File: src/hw/rtl/hadm_pkg.sv
`timescale 1ns / 1ps

package hadm_pkg;

    // mode codes, numbered densely from startup
    localparam logic [3:0] MODE_STARTUP = 4'd0;
    localparam logic [3:0] MODE_NSETUP  = 4'd1;
    localparam logic [3:0] MODE_NWAIT   = 4'd2;
    localparam logic [3:0] MODE_READY   = 4'd3;
    localparam logic [3:0] MODE_DSETUP  = 4'd4;
    localparam logic [3:0] MODE_DRIVE   = 4'd5;
    localparam logic [3:0] MODE_LPRESS  = 4'd6;
    localparam logic [3:0] MODE_IDLE    = 4'd7;
    localparam logic [3:0] MODE_BTSETUP = 4'd8;
    localparam logic [3:0] MODE_BT      = 4'd9;

    // beep request codes
    localparam logic [1:0] BEEP_NONE   = 2'd0;
    localparam logic [1:0] BEEP_IDLE   = 2'd1;
    localparam logic [1:0] BEEP_BT     = 2'd2;
    localparam logic [1:0] BEEP_RESUME = 2'd3;

    // configuration register indexes
    localparam logic [1:0] CFG_IDX_CHAIR_POWER = 2'd0;
    localparam logic [1:0] CFG_IDX_NEUTRAL     = 2'd1;
    localparam logic [1:0] CFG_IDX_LONG_PRESS  = 2'd2;

    localparam int PAD_COUNT = 4;

    // reset values of the registers
    localparam logic [9:0]  NEUTRAL_HOLD_RESET = 10'd50;
    localparam logic [11:0] LONG_PRESS_RESET   = 12'd300;

    // demand levels
    localparam logic signed [7:0] DEMAND_POS  = 8'sd100;
    localparam logic signed [7:0] DEMAND_NEG  = -8'sd100;
    localparam logic signed [7:0] DEMAND_ZERO = 8'sd0;

    // field positions on the stream buses
    localparam int S_TDATA_W = 8;
    localparam int M_TDATA_W = 32;
    localparam int M_TUSER_W = 2;

    localparam int TUSER_DRIVE_VALID  = 0;
    localparam int TUSER_MIRROR_VALID = 1;

endpackage

File: src/hw/rtl/head_array_drive_mode_controller_core.sv
`timescale 1ns / 1ps

// head array drive mode controller: each input beat is one control tick carrying the user
// switch and the four head pads; the block steps a ten-state mode machine (startup delay,
// neutral test, drive setup, driving, long-press detection, drive idle, bluetooth setup and
// mirroring) and returns exactly one result beat per input beat with the new mode, the
// drive demand, LED level, beep request, mirrored pads and beeping permission. a tick goes
// through an input register and one stage of logic into the result register, so one beat
// is taken every clock unless a result waiting on m_tready stalls the stage; the only
// loop is the state update, closed within that single stage. while a result waits on
// m_tready the input register still holds one further beat. configuration is written
// through the cfg channel, which is always ready, and is meant to change only while idle.
module head_array_drive_mode_controller_core
    import hadm_pkg::*;
(
    input  logic                 aclk,
    input  logic                 aresetn,

    // input beats
    input  logic                 s_tvalid,
    output logic                 s_tready,
    // [0] switch, [1] pad_left, [2] pad_right, [3] pad_center, [4] pad_back
    input  logic [S_TDATA_W-1:0] s_tdata,

    // result beats
    output logic                 m_tvalid,
    input  logic                 m_tready,
    // [3:0] mode, [11:4] speed_percent, [19:12] direction_percent, [20] power_led,
    // [22:21] beep_request, [26:23] mirror_pads, [27] beeping_allowed
    output logic [M_TDATA_W-1:0] m_tdata,
    // [0] drive_valid, [1] mirror_valid
    output logic [M_TUSER_W-1:0] m_tuser,

    // configuration writes
    input  logic                 cfg_valid,
    output logic                 cfg_ready,
    input  logic [1:0]           cfg_index,
    input  logic [11:0]          cfg_data
);

    // configuration registers
    logic        chair_power_reg;
    logic [9:0]  neutral_hold_reg;
    logic [11:0] long_press_reg;

    // input register
    logic                 in_valid_reg;
    logic [S_TDATA_W-1:0] in_data_reg;

    // mode machine state
    logic [3:0]  mode_reg,     mode_next;
    logic [9:0]  neutral_reg,  neutral_next;
    logic [11:0] press_reg,    press_next;
    logic        led_reg,      led_next;

    // result register
    logic                 out_valid_reg;
    logic [M_TDATA_W-1:0] out_data_reg;
    logic [M_TUSER_W-1:0] out_user_reg;

    // per-tick results
    logic                 drive_valid;
    logic                 mirror_valid;
    logic signed [7:0]    speed;
    logic signed [7:0]    dir;
    logic [1:0]           beep;
    logic [PAD_COUNT-1:0] mirror;
    logic                 beep_allowed;

    logic                 sw;
    logic [PAD_COUNT-1:0] pads;

    // neutral hold countdown with clamp to the hold setting
    logic [9:0] hold_clamped;
    logic       hold_done;
    logic [9:0] hold_left;

    logic [11:0] press_dec;

    logic advance;
    logic fire;

    // the stage moves when the result register is free or being emptied
    assign advance   = !out_valid_reg || m_tready;
    assign fire      = in_valid_reg && advance;
    assign s_tready  = !in_valid_reg || advance;
    assign cfg_ready = 1'b1;

    assign m_tvalid = out_valid_reg;
    assign m_tdata  = out_data_reg;
    assign m_tuser  = out_user_reg;

    assign sw   = in_data_reg[0];
    assign pads = in_data_reg[PAD_COUNT:1];

    assign hold_clamped = (neutral_reg > neutral_hold_reg) ? neutral_hold_reg : neutral_reg;
    assign hold_done    = (hold_clamped <= 10'd1);
    assign hold_left    = hold_done ? 10'd0 : (hold_clamped - 10'd1);

    assign press_dec = (press_reg != 12'd0) ? (press_reg - 12'd1) : press_reg;

    always_comb begin
        mode_next    = mode_reg;
        neutral_next = neutral_reg;
        press_next   = press_reg;
        led_next     = led_reg;
        drive_valid  = 1'b0;
        mirror_valid = 1'b0;
        speed        = DEMAND_ZERO;
        dir          = DEMAND_ZERO;
        beep         = BEEP_NONE;
        mirror       = '0;

        case (mode_reg)
            MODE_NSETUP: begin
                neutral_next = neutral_hold_reg;
                mode_next    = MODE_NWAIT;
            end
            MODE_NWAIT: begin
                if (pads == '0) begin
                    neutral_next = hold_left;
                    if (hold_done) begin
                        mode_next = MODE_READY;
                    end
                end else begin
                    neutral_next = neutral_hold_reg;
                end
            end
            MODE_READY: begin
                mode_next = MODE_DSETUP;
            end
            MODE_DSETUP: begin
                if (!sw) begin
                    mode_next = MODE_DRIVE;
                end
            end
            MODE_DRIVE: begin
                drive_valid = 1'b1;
                // priority left, right, center, back; a held switch zeroes the demand
                if (sw) begin
                    led_next   = 1'b0;
                    beep       = BEEP_IDLE;
                    press_next = long_press_reg;
                    mode_next  = MODE_LPRESS;
                end else if (pads[0]) begin
                    dir = DEMAND_NEG;
                end else if (pads[1]) begin
                    dir = DEMAND_POS;
                end else if (pads[2]) begin
                    speed = DEMAND_POS;
                end else if (pads[3]) begin
                    speed = DEMAND_NEG;
                end
            end
            MODE_LPRESS: begin
                if (sw) begin
                    press_next = press_dec;
                    if (press_dec == 12'd0) begin
                        beep      = BEEP_BT;
                        mode_next = MODE_BTSETUP;
                    end
                end else begin
                    led_next  = 1'b0;
                    mode_next = MODE_IDLE;
                end
            end
            MODE_IDLE: begin
                if (sw) begin
                    beep      = BEEP_RESUME;
                    led_next  = 1'b1;
                    mode_next = chair_power_reg ? MODE_DSETUP : MODE_NSETUP;
                end
            end
            MODE_BTSETUP: begin
                if (!sw) begin
                    mode_next = MODE_BT;
                end
            end
            MODE_BT: begin
                if (sw) begin
                    neutral_next = neutral_hold_reg;
                    mode_next    = MODE_NSETUP;
                end
                mirror_valid = 1'b1;
                mirror       = pads;
            end
            default: begin
                // startup delay, also taken for codes that never arise
                neutral_next = hold_left;
                mode_next    = MODE_STARTUP;
                if (hold_done) begin
                    neutral_next = neutral_hold_reg;
                    if (chair_power_reg) begin
                        led_next  = 1'b1;
                        mode_next = MODE_NWAIT;
                    end else begin
                        led_next  = 1'b0;
                        mode_next = MODE_IDLE;
                    end
                end
            end
        endcase

        beep_allowed = (mode_next != MODE_IDLE);
    end

    // configuration registers
    always_ff @(posedge aclk) begin
        if (!aresetn) begin
            chair_power_reg  <= 1'b0;
            neutral_hold_reg <= NEUTRAL_HOLD_RESET;
            long_press_reg   <= LONG_PRESS_RESET;
        end else if (cfg_valid && cfg_ready) begin
            case (cfg_index)
                CFG_IDX_CHAIR_POWER: chair_power_reg  <= cfg_data[0];
                CFG_IDX_NEUTRAL:     neutral_hold_reg <= cfg_data[9:0];
                CFG_IDX_LONG_PRESS:  long_press_reg   <= cfg_data;
                default: begin
                    // unknown index is dropped
                end
            endcase
        end
    end

    // input register
    always_ff @(posedge aclk) begin
        if (!aresetn) begin
            in_valid_reg <= 1'b0;
        end else if (s_tready) begin
            in_valid_reg <= s_tvalid;
        end
    end

    always_ff @(posedge aclk) begin
        if (s_tready && s_tvalid) begin
            in_data_reg <= s_tdata;
        end
    end

    // mode machine state, stepped once per tick
    always_ff @(posedge aclk) begin
        if (!aresetn) begin
            mode_reg    <= MODE_STARTUP;
            neutral_reg <= NEUTRAL_HOLD_RESET;
            press_reg   <= '0;
            led_reg     <= 1'b0;
        end else if (fire) begin
            mode_reg    <= mode_next;
            neutral_reg <= neutral_next;
            press_reg   <= press_next;
            led_reg     <= led_next;
        end
    end

    // result register
    always_ff @(posedge aclk) begin
        if (!aresetn) begin
            out_valid_reg <= 1'b0;
        end else if (advance) begin
            out_valid_reg <= in_valid_reg;
        end
    end

    always_ff @(posedge aclk) begin
        if (fire) begin
            out_data_reg <= {4'b0000, beep_allowed, mirror, beep, led_next,
                             dir, speed, mode_next};
            out_user_reg <= {mirror_valid, drive_valid};
        end
    end

endmodule

File: config.mk
export PLATFORM = sky130hd
export DESIGN_NAME = head_array_drive_mode_controller_core
export DESIGN_NICKNAME = d
export VERILOG_FILES = /design/src/hw/rtl/hadm_pkg.sv /design/src/hw/rtl/head_array_drive_mode_controller_core.sv
export SDC_FILE = /design/constraint.sdc
export NUM_CORES = 1
export LEC_CHECK = 0
export BUFFER_PORTS_ARGS = -buffer_cell sky130_fd_sc_hd__buf_2
export CAP_MARGIN = 20
export CORE_ASPECT_RATIO = 1.25
export CORE_UTILIZATION = 40
export DETAILED_ROUTE_END_ITERATION = 10
export SLEW_MARGIN = 20
export SYNTH_ARGS = -nofsm -noshare
export SYNTH_HDL_FRONTEND = slang
export SYNTH_SLANG_ARGS = --single-unit
File: constraint.sdc
create_clock -name aclk -period 5.2 [get_ports aclk]
set_clock_uncertainty 0.05 [all_clocks]
set_input_delay 1.04 -clock aclk [delete_from_list [all_inputs] [get_ports aclk]]
set_output_delay 1.04 -clock aclk [all_outputs]
set_load 0.005 [all_outputs]
==> After elaboration in Yosys (flattened, before gate mapping) <==
Index checks and enable logic that the tools add are counted.
W data, S select, Z words.
{ "totals": {"register_bits": 87, "out_inout_bits": 37, "wordCells": 100} }
{ "op_classes": {"addsub": 2, "order_cmp": 2, "eq_ne": 15, "muxes": 40, "bitwise": 2, "reduce_logical": 22} }
{ "op_table": {"columns": ["operator", "n"], "rows": [
  ["$mux W10", 5],
  ["$pmux W10 S4", 1],
  ["$mux W12", 3],
  ["$mux W4", 9],
  ["$pmux W4 S9", 1],
  ["$pmux W12 S2", 1],
  ["$eq A4 B3 Y1 const B", 4],
  ["$mux W8", 2],
  ["$mux W7", 2],
  ["$logic_not A12 Y1", 1],
  ["$reduce_bool A12 Y1", 1],
  ["$reduce_or A6 Y1", 2],
  ["$sub A12 B1 Y12 const B", 1],
  ["$gt A10 B10 Y1", 1],
  ["$le A10 B1 Y1 const B", 1],
  ["$sub A10 B1 Y10 const B", 1],
  ["$mux W3", 3],
  ["$eq A4 B2 Y1 const B", 2],
  ["$eq A4 B4 Y1 const B", 2],
  ["$mux W1", 8],
  ["$mux W2", 3],
  ["$ne A2 B2 Y1 const B", 3],
  ["$pmux W2 S3", 1],
  ["$reduce_and A2 Y1", 3],
  ["18 further kinds", 22]
]} }

==> Depth between registers and ports, before layout <==
Gate-level depths: netlist of run 1.
{ "depth": {"ltp_word": 7, "ltp_mapped": 17, "depth_no_buf": 15} }

==> Worst setup path after synthesis of run 1 <==
Ideal clock, no wire load.
{ "synth_path": {"kind": "reg2reg", "startpoint": "reg neutral_hold_reg[3]", "endpoint": "reg out_data_reg[27], in the netlist m_tdata[27], data pin", "setup_ns": 0.272, "t_arrival_ns": 3.797, "required_time_ns": 4.878, "slack_ns": 1.081, "path_stages_with_launch": 17, "path_buffers": 2, "cell_sequence": "dfxtp_1 -> inv_1 -> ha_1 -> nand4_1 -> nor3_1 -> a31o_2 -> nor2_1 -> clkbuf_1 -> mux2i_1 -> ha_1 -> clkbuf_1 -> nor2_1 -> nor3_1 -> a21boi_1 -> nor2_1 -> o21a_1 -> or4_1"} }
{ "synth_via": {"elab_chain_cells": 7, "elab_cells_between_ends": 8, "classes_between": "2 x order compare; 1 x eq/ne; 5 x mux"} }
{ "synth_rtl": {"columns": ["element", "line", "source"], "rows": [
  ["start, declared", "head_array_drive_mode_controller_core.sv:43", "logic [9:0] neutral_hold_reg;"],
  ["start signal, assigned", "head_array_drive_mode_controller_core.sv:216", "CFG_IDX_NEUTRAL: neutral_hold_reg <= cfg_data[9:0];"],
  ["$gt A10 B10 Y1", "head_array_drive_mode_controller_core.sv:96", "assign hold_clamped = (neutral_reg > neutral_hold_reg) ? neutral_hold_reg : neutral_reg;"],
  ["$mux W10 *", "head_array_drive_mode_controller_core.sv:96", null],
  ["$le A10 B1 Y1 *", "head_array_drive_mode_controller_core.sv:97", "assign hold_done = (hold_clamped <= 10'd1);"],
  ["$mux W4", "head_array_drive_mode_controller_core.sv:122", "if (hold_done) begin"],
  ["$mux W4", "head_array_drive_mode_controller_core.sv:120", "if (pads == '0) begin"],
  ["$pmux W4 S9 *", "head_array_drive_mode_controller_core.sv:114", "case (mode_reg)"],
  ["$ne A4 B3 Y1 *", "head_array_drive_mode_controller_core.sv:204", "beep_allowed = (mode_next != MODE_IDLE);"],
  ["net beep_allowed", "head_array_drive_mode_controller_core.sv:68", "logic beep_allowed;"],
  ["end signal, assigned", "head_array_drive_mode_controller_core.sv:266", "out_data_reg <= {4'b0000, beep_allowed, mirror, beep, led_next,"],
  ["end, declared", "head_array_drive_mode_controller_core.sv:58", "logic [M_TDATA_W-1:0] out_data_reg;"]
]} }
The timed path passes the listed nets; every way through them passes the cells marked *.
A chain may end at the register's enable or synchronous reset.

==> Worst setup path after layout of run 1 <==
Ends and elaborated chain as after synthesis.

==> impl_metrics.ini, run 1 <==
[finish]
drive_above_1_share_pct = 15.5
fin_nets = 603
finalNonFillerCells = 700
antenna_cells = 0
post-route-cell-area_mm2 = 0.00499
area_delta_synth_final_pct = 12.7
largest_reg_flops = 18

[floorplanning]
num_io_pins = 64
dieWidth_um = 96.1
coreArea_mm2 = 0.0107
die-height_um = 120
initial_core_util_pct = 41.5
dieArea_mm2 = 0.0115
rows = 42

[route]
firstDrtPassIters = 4
met3_length_um = 415
ant_nets = 0
drc = 0
wl_met1_um = 4710
dr.first_iter.drc_count = 209
routed.top_layer = met4
viasPerCell = 5.57
wire_per_inst_um = 15.0
routed_wl_um = 10500
num_vias = 3900
dr_wl_met2_um = 5190

[timing]
drv_slew = 0
grt_setup_unrepaired = false
fin_setup_tns_ps = 0
finalSetupViolations = 0
fin_ws_ps = 1080
period_share_pct = 79.2
slew_headroom_pct = 44.3
min_period_ps = 4120
tightest_slew_ps = 833
fmax_ghz = 0.243
finalHoldViolations = 0

[clock_tree]
cts_max_path_buffers = 2
post-cts-setup-buffers = 0
cts.reportedPaths.clkPinSlew_ps = 60
cts_tree = done
clkLatencyLatePin_ps = 340
clock-root-buffer = clkbuf_16
cts_buffers = 9
ctsHoldBuffers = 0
cts_resized = 0
clock-sinks = 77
cts.htree.levels = 3

[critical_path]
critical_path_required_ps = 5230
path_class = reg2reg
end_kind = flip-flop
start_kind = flip-flop
crit_arrival_ps = 4150
rrSetupSlack_ps = 1080
critPathMaxFanout = 8

[global_route]
grt_pass1_vias = 3689
grt_pass1_wl_um = 17500
grt_antenna_before_repair = 0
grt_use_total_pct = 19.8
grt_max_degree = 33
overflow = 0

[power_and_ir_drop]
power.density_mw_per_mm2 = 319
peakVddDrop_mv = 0.178
p_leak_nw = 1.96
p_total_mw = 1.59

[run]
maxCapViolations = 0

[yosys]
syn_area_mm2 = 0.00443
synthFlopType = dfxtp_1
yosysUniqueCellTypes = 67
syn_inst = 533
yosys-top-cells-area = dfxtp_1 (23%), edfxtp_1 (17%), nand2_1 (7.8%)
ys_seq_area_share_pct = 40.4
yosysMostFrequentCell = nand2_1
synth_commonest_cells = nand2_1 (92), dfxtp_1 (52), a21oi_1 (43)
avgSynthCellArea_um2 = 8.31
async_flop_share_pct = 0
yosysWarningCount = 0
synth.top_cell.area_share_pct = 23.5
ys_ff_latch = 77
synth_area_leader_cell = dfxtp_1
synth_edf_count = 25

[placement]
dp_hpwl_um = 7400
placed_cell_area_mm2 = 0.00469
numPortBuffers = 51
dp.cells = 684
place_worst_setup_slack_ps = 1090
place_congestion = 0.913

[worst_hold_path]
hp-class = reg2reg

[status]
status = finished, final reports clean
-- cell usage in the layout, fill, tap and decap left out, types with 3 or more instances in the layout --
cell	n
conb_1	9
o31ai_1	3
a31oi_1	8
xor2_1	3
edfxtp_1	25
and2_1	3
a31o_2	3
nor4_1	6
nand3_1	15
buf_4	4
nand2_1	92
o32ai_1	3
a22oi_1	6
nor2b_1	3
nand2b_1	5
mux2i_1	6
dfxtp_1	52
clkbuf_16	9
or4_1	3
and4_1	3
buf_2	51
inv_1	21
nand4_1	4
ha_1	13
nand3b_1	3
nor3b_1	6
a21oi_1	43
a21o_1	3
nor3_1	19
o21ai_0	26
xnor2_1	14
nor2_1	41
o211ai_1	13
-- critical path, stage by stage, from the launching register on --
cell and delay, ps:
dfxtp_1 440, inv_1 120, ha_1 330, nand4_1 170, nor3_1 90, a31o_2 220, nor2_1 290, mux2i_1 300
ha_1 390, nor2_1 110, nor3_1 170, a21boi_1 300, nor2_1 130, o21a_1 230, or4_1 520
-- worst paths after layout --
check | start | to | cells past startpoint
min | long_press_reg[0]$_SDFFE_PN0P_ | long_press_reg[0]$_SDFFE_PN0P_ | 2
min reg2reg | long_press_reg[0]$_SDFFE_PN0P_ | long_press_reg[0]$_SDFFE_PN0P_ | 2
max | neutral_hold_reg[3]$_SDFFE_PN0P_ | m_tdata[27]$_DFFE_PP_ | 14
max reg2reg | neutral_hold_reg[3]$_SDFFE_PN0P_ | m_tdata[27]$_DFFE_PP_ | 14
-- layer usage --
metal | vias to the layer above | global-route usage [%]
li1 | 1954 | -
met1 | 1846 | 25.5
met4 | 0 | 9.14
met5 | - | 0
met3 | 16 | 2.85
met2 | 84 | 32.1
-- power by group --
part,leakage (nW),switching (mW),total (mW),internal [mW]
registers,0.666,0.0314,0.679,0.647
clock network,0.145,0.272,0.651,0.379
logic,1.15,0.156,0.262,0.106
total,1.96,0.459,1.59,1.13
-- metrics by stage --
step	hold slack [ps]	util, %
4_1_cts	411	46.8
5_1_grt	440	46.8
6_report	410	46.8
3_5_place_dp	401	43.9
3_3_place_gp	400	43.9
2_1_floorplan	386	-
-- logic make-up (layout without fill, tap and decap cells) --
family          count (synthesis)  count (layout)  synth area share, %
fa+ha+maj                      13              13                 3.67
mux                             8               8                 1.86
flops                          77              77                 40.4
compound gates                134             134                 19.8
simple gates                  217             217                 23.8
xor+xnor                       17              17                 3.36
buf+inv                        65              93                 6.95
other cells                     2               9                0.169
-- cell type report --
class / instances / area [um2]
clock buffer: 9 / 225
clock inverter: 7 / 82.6
fill: 1051 / 5670
inverter: 22 / 82.6
multi-input combinational: 398 / 2360
sequential: 77 / 1790
tap: 132 / 165
timing repair buffer: 55 / 285
(Power assumes the default switching activity.)
==> run 2, diff against run 1 <==
--- a/config.mk
+++ b/config.mk
@@ -5,6 +5,7 @@
 export SDC_FILE = /design/constraint.sdc
 export NUM_CORES = 1
 export LEC_CHECK = 0
+export ABC_AREA = 1
 export BUFFER_PORTS_ARGS = -buffer_cell sky130_fd_sc_hd__buf_2
 export CAP_MARGIN = 20
 export CORE_ASPECT_RATIO = 1.25
==> constraint.sdc (replaced) <==
create_clock -name aclk -period 4 [get_ports aclk]
set_clock_uncertainty 0.05 [all_clocks]
set_input_delay 0.8 -clock aclk [delete_from_list [all_inputs] [get_ports aclk]]
set_output_delay 0.8 -clock aclk [all_outputs]
set_load 0.005 [all_outputs]
==> run 2 against run 1 <==
Compared with the run above:
- the flow now finishes with violations (DRC)
- final area increased by 3.9%
- core utilization decreased by 0.21 points
- final cell count increased by 21%
- worst hold slack improved by 18 ps
- first-iteration DRC count increased by 6.2%
- total power increased by 41%
- area after synthesis increased by 4.0%
- synthesized cell count increased by 25%
- count of clock-buffer cells in the layout unchanged
- combinational power increased by 120%
- wire length increased by 7.2%
- critical path depth increased by 7
- critical endpoint unchanged
- highest routed layer unchanged
==> impl_metrics.ini, run 2 <==
[status]
status = complete, but fails checks
violations = DRC

[clock_tree]
clock-root-buffer = clkbuf_16
cts_tree = done
clkLatencyLatePin_ps = 340
cts.reportedPaths.clkPinSlew_ps = 70
cts_buffers = 9
clock-sinks = 77
cts.htree.levels = 3
cts_max_path_buffers = 2

[placement]
placed_cell_area_mm2 = 0.00489
numPortBuffers = 51
dp_hpwl_um = 8310
place_congestion = 0.870
dp.cells = 828

[power_and_ir_drop]
swShare_pct = 34.0
pwr-share-comb_pct = 25.5
seqPwrFrac_pct = 39.2
peakVddDrop_mv = 0.323
p_leak_nw = 2.50
pwr-share-clk_pct = 35.3
p_sw_uw = 762
intPower_mw = 1.48
p_total_mw = 2.24
power.density_mw_per_mm2 = 432

[critical_path]
critPathBufInv = 5
end_kind = flip-flop
path_depth = 21
critical_path.most_common_cell = nand2_1
cp_slowest_stage_delay_ps = 350
crit_chain = inv_1 -> ha_1 -> nand2_2 -> inv_1 -> a21oi_1 -> nand3_2 -> nand2_4 -> nand2_1 -> nand2_1 -> ha_1 -> nand3_1 -> inv_1 -> nand2_1 -> nand2_1 -> nand2_4 -> inv_2 -> nand2_1 -> nand2_1 -> nand2_1 -> inv_1 -> nand3_1
slowest_stage = dfxtp_1
start_kind = flip-flop
critPathMaxFanout = 16
cp_top_family = simple AND/OR/NAND/NOR gates
critical_path_required_ps = 4030
path_class = reg2reg
r2r_cells = 21
crit_arrival_ps = 3590

[global_route]
grt_pass1_wl_um = 18400
overflow = 0
grt_use_total_pct = 19.5
grt_max_degree = 30
grt_pass1_vias = 3869
grt_antenna_before_repair = 0

[timing]
period_share_pct = 88.9
min_period_ps = 3550
tightest_slew_ps = 952
slew_headroom_pct = 36.1
drv_slew = 0
fin_setup_tns_ps = 0
finalHoldViolations = 0
finalSetupViolations = 0
fmax_ghz = 0.281
grt_setup_unrepaired = false

[yosys]
synth_compound_area_share_pct = 14.7
synthAdderAreaFrac_pct = 3.53
synth_edf_count = 25
synth_area_leader_cell = dfxtp_1
yosysWarningCount = 0
syn_area_mm2 = 0.00461
ys_ff_latch = 77
yosys-top-cells-area = dfxtp_1 (23%), edfxtp_1 (16%), nand2_1 (13%)
yosysMostFrequentCell = nand2_1
async_flop_share_pct = 0
synth_simple_gate_area_share_pct = 28.4
synthXorXnorAreaFrac_pct = 1.71
synth.top_cell.area_share_pct = 22.6
synthMuxAreaShare_pct = 0
ys_seq_area_share_pct = 38.9
syn_inst = 664
avgSynthCellArea_um2 = 6.94
synth_top_family_by_area = simple AND/OR/NAND/NOR gates
yosysUniqueCellTypes = 37
synthFlopType = dfxtp_1
synth_commonest_cells = nand2_1 (163), inv_1 (100), a21oi_1 (66)

[floorplanning]
die-height_um = 122
num_io_pins = 64
dieArea_mm2 = 0.0120
coreArea_mm2 = 0.0111
dieWidth_um = 98.0
initial_core_util_pct = 41.4
rows = 43

[route]
dr.first_iter.drc_count = 222
ant_nets = 0
wire_per_inst_um = 13.3
num_vias = 4305
firstDrtPassIters = 8
drc = 2
routed_wl_um = 11300
viasPerCell = 5.10

[finish]
largest_reg_flops = 18
fin_nets = 744
most-common-layout-cells = nand2_1 (163), inv_1 (100), a21oi_1 (66)
antenna_cells = 0
post-route-cell-area_mm2 = 0.00519
final_common_cell = nand2_1
final_util_pct = 46.6
area_delta_synth_final_pct = 12.7
drive_above_1_share_pct = 13.1
finalNonFillerCells = 844

[worst_hold_path]
hp-class = reg2reg
hold-path-cell-count = 2

[run]
maxCapViolations = 0
[run 2: worst min-delay path, cell delays in order, from the launching register on]
cell	delay (ps)
dfxtp_1	340
nand2_1	50
nand3_1	60
[run 2: power groups by stage]
stage,Sequential [mW],Combinational [mW],Clock (mW)
after floorplan,0.887,0.454,0
after global placement,0.893,0.554,0
after detailed placement,0.894,0.564,0
after CTS,0.877,0.566,0.806
after global routing,0.882,0.656,0.842
final,0.877,0.572,0.791
[run 2: kinds of logic after synthesis]
| logic type | Yosys count |
|---|---|
| DFF | 77 |
| other | 2 |
| adders and majority gates | 13 |
| AOI/OAI and AO/OA | 123 |
| buffers and inverters | 136 |
| xor gates and xnor gates | 9 |
| and+or+nand+nor | 304 |
[run 2: cell type report]
| cell class | instances | area [um2] |
|---|---|---|
| clock buffers | 9 | 225 |
| clock inverters | 7 | 65.1 |
| fillers | 1125 | 5950 |
| inverters | 102 | 383 |
| multi-input cells | 458 | 2260 |
| flip-flops and latches | 77 | 1790 |
| well taps | 135 | 169 |
| repair buffers | 56 | 293 |
[run 2: layer usage]
metal | track usage [%] | vias up | share of wire (%)
met1 | 24.6 | 1971 | 46
li1 | - | 2206 | -
met2 | 33.1 | 111 | 47
met4 | 7.48 | 0 | 2.1
met3 | 3.67 | 17 | 4.4
met5 | 0 | - | 0
[run 2: stage by stage]
| stage | hold slack (ps) | setup WS [ps] |
|---|---|---|
| global placement | 408 | 467 |
| detailed placement | 421 | 367 |
| floorplan | 379 | 1040 |
| finish | 428 | 446 |
| global route | 462 | 57.8 |
| CTS | 436 | 348 |
[run 2: what timing repair did]
item | CTS | global route
resized for setup | 0 | 1
buffers inserted | 0 | 0
hold buffers | 0 | 0
endpoints found under the setup margin | 0 | 1
[run 2: path summary, 6_finish.rpt]
kind	from	slack, ps	to
worst max-delay path	neutral_hold_reg[9]$_SDFFE_PN0P_	450	m_tdata[27]$_DFFE_PP_
worst min-delay path	long_press_reg[8]$_SDFFE_PN1P_	430	long_press_reg[8]$_SDFFE_PN1P_
worst max register to register	neutral_hold_reg[9]$_SDFFE_PN0P_	450	m_tdata[27]$_DFFE_PP_
worst min register to register	long_press_reg[8]$_SDFFE_PN1P_	430	long_press_reg[8]$_SDFFE_PN1P_
==> run 3, diff against run 2 <==
==> constraint.sdc (replaced) <==
create_clock -name aclk -period 3 [get_ports aclk]
set_clock_uncertainty 0.05 [all_clocks]
set_input_delay 0.6 -clock aclk [delete_from_list [all_inputs] [get_ports aclk]]
set_output_delay 0.6 -clock aclk [all_outputs]
set_load 0.005 [all_outputs]
==> run 3 against run 2 <==
Compared with the run above:
- highest routed layer unchanged
- setup slack got worse by 300 ps
- worst hold slack got worse by 42 ps
- the run still ends with DRC left
- final cell count increased by 6.6%
- sequential cell count unchanged
==> impl_metrics.ini, run 3 (synthesis results as in run 2) <==
[worst_hold_path]
hold_start = s_tdata[2]
hp-class = in2reg

[power_and_ir_drop]
power.density_mw_per_mm2 = 563
peakVddDrop_mv = 0.426
p_leak_nw = 2.77

[floorplanning]
die-height_um = 122
num_io_pins = 64
dieWidth_um = 98.0
dieArea_mm2 = 0.0120
rows = 43
initial_core_util_pct = 41.4
coreArea_mm2 = 0.0111

[finish]
area_delta_synth_final_pct = 24.1
antenna_cells = 0
post-route-cell-area_mm2 = 0.00572
multi_input_area_mm2 = 0.00236
drive_above_1_share_pct = 22.4
fill_cells = 1069
final_common_cell = nand2_1
most-common-layout-cells = nand2_1 (154), inv_1 (98), a21oi_1 (65)
fin_nets = 800
largest_reg_flops = 18
seq_area_mm2 = 0.00180
finalNonFillerCells = 900

[placement]
dp.cells = 870
placed_cell_area_mm2 = 0.00521
dp_hpwl_um = 8770
numPortBuffers = 51
place_congestion = 0.864

[run]
maxCapViolations = 0

[global_route]
grt_max_degree = 29
grt_pass1_wl_um = 19000
overflow = 0
grt_use_total_pct = 19.9
grt_pass1_vias = 4109
grt_antenna_before_repair = 0

[critical_path]
crit_path_end = neutral_reg[2]$_SDFFE_PN0P_
path_class = reg2reg
r2r_start = neutral_hold_reg[7]$_SDFFE_PN0P_
end_kind = flip-flop
start_kind = flip-flop
critical_path_required_ps = 3230
crit_arrival_ps = 3090
critPathMaxFanout = 8
r2r_end = neutral_reg[2]$_SDFFE_PN0P_
rrSetupSlack_ps = 140
crit_start = neutral_hold_reg[7]$_SDFFE_PN0P_
r2r_cells = 19

[timing]
fmax_ghz = 0.350
slew_headroom_pct = 38.6
finalHoldViolations = 0
tightest_slew_ps = 919
min_period_ps = 2860
drv_slew = 0
period_share_pct = 95.3
finalSetupViolations = 0

[clock_tree]
clock-root-buffer = clkbuf_16
cts_buffers = 9
clock-sinks = 77
clkLatencyLatePin_ps = 330
cts_max_path_buffers = 2
ctsHoldBuffers = 0
cts.reportedPaths.clkPinSlew_ps = 60
cts_tree = done
cts.htree.levels = 3

[route]
wire_per_inst_um = 13.1
wl_met1_um = 5250
firstDrtPassIters = 9
num_vias = 4557
dr_wl_met2_um = 5610
routed_wl_um = 11800
dr.first_iter.drc_count = 346
viasPerCell = 5.06
routed.top_layer = met4
drc = 2
met3_length_um = 624
ant_nets = 0

[status]
violations = DRC
status = complete, but fails checks
-- run 3: cell types whose count changed in the layout (fill, tap and decap cells not counted), sizes merged --
| cell | delta |
|---|---|
| buf | +56 |
| clkinv | +1 |
| clkinvlp | +1 |
| inv | -2 |
-- run 3: metrics by stage --
stage / hold slack (ps) / TNS [ps] / setup slack, ps / total power, mW / util (%)
after floorplan: 379 / 0 / 43.2 / 1.79 / -
after global placement: 407 / 0 / 2.53 / 2.04 / 46.8
after detailed placement: 415 / -94.6 / -32.1 / 2.06 / 46.8
after CTS: 379 / 0 / 5.51 / 3.11 / 49.5
after global routing: 378 / -47.8 / -16.0 / 3.41 / 51.3
final: 386 / 0 / 141 / 3.22 / 51.3
-- run 3: power breakdown --
group,total (mW),switching (mW),internal (mW)
sequential,1.17,0.0357,1.13
clock,1.03,0.455,0.570
combinational,1.02,0.583,0.437
total,3.22,1.07,2.14
-- run 3: how the worst min path moves through the flow --
stage,to,slack (ps),depth (start not counted)
after floorplan,long_press_reg[2]$_SDFFE_PN1P_,380,2
after global placement,long_press_reg[8]$_SDFFE_PN1P_,410,2
after detailed placement,long_press_reg[8]$_SDFFE_PN1P_,410,2
after CTS,in_data_reg[2]$_DFFE_PP_,380,1
after global routing,in_data_reg[2]$_DFFE_PP_,380,1
final,in_data_reg[2]$_DFFE_PP_,390,1
-- run 3: layer usage --
layer / vias to the layer above / global-route usage [%]
met4: 0 / 8.90
met5: - / 0
met2: 152 / 32.8
met3: 23 / 4.07
li1: 2317 / -
met1: 2065 / 25.3
-- run 3: worst max-delay path, stage by stage (launching register included) --
cell,delay [ps]
dfxtp_2,330
inv_1,50
ha_1,290
nand2_1,90
nor2_4,200
nand3_2,120
nand3_4,110
nand2_4,100
buf_8,150
o21ai_4,150
nand2_2,100
nor3_4,260
nand2_4,130
buf_6,160
buf_4,140
o21ai_1,110
nand2_1,60
nand3_1,100
nand2_1,50
inv_1,50
-- run 3: area by class of cell --
type                            instances  share of cell area (%)
Timing Repair Buffer                  112                    12.7
Sequential cell                        77                    31.5
Clock inverter                          7                   0.985
Clock buffer                            9                    3.94
Inverter                              102                    6.70
Tap cell                              135                    2.96
Multi-Input combinational cell        458                    41.2
-- run 3: timing repair --
| action | 4_1_cts | 5_1_grt |
|---|---|---|
| pin swaps | 1 | 12 |
| buffers inserted | 2 | 12 |
| resized for setup | 2 | 33 |
| endpoints found under the setup margin | 7 | 19 |
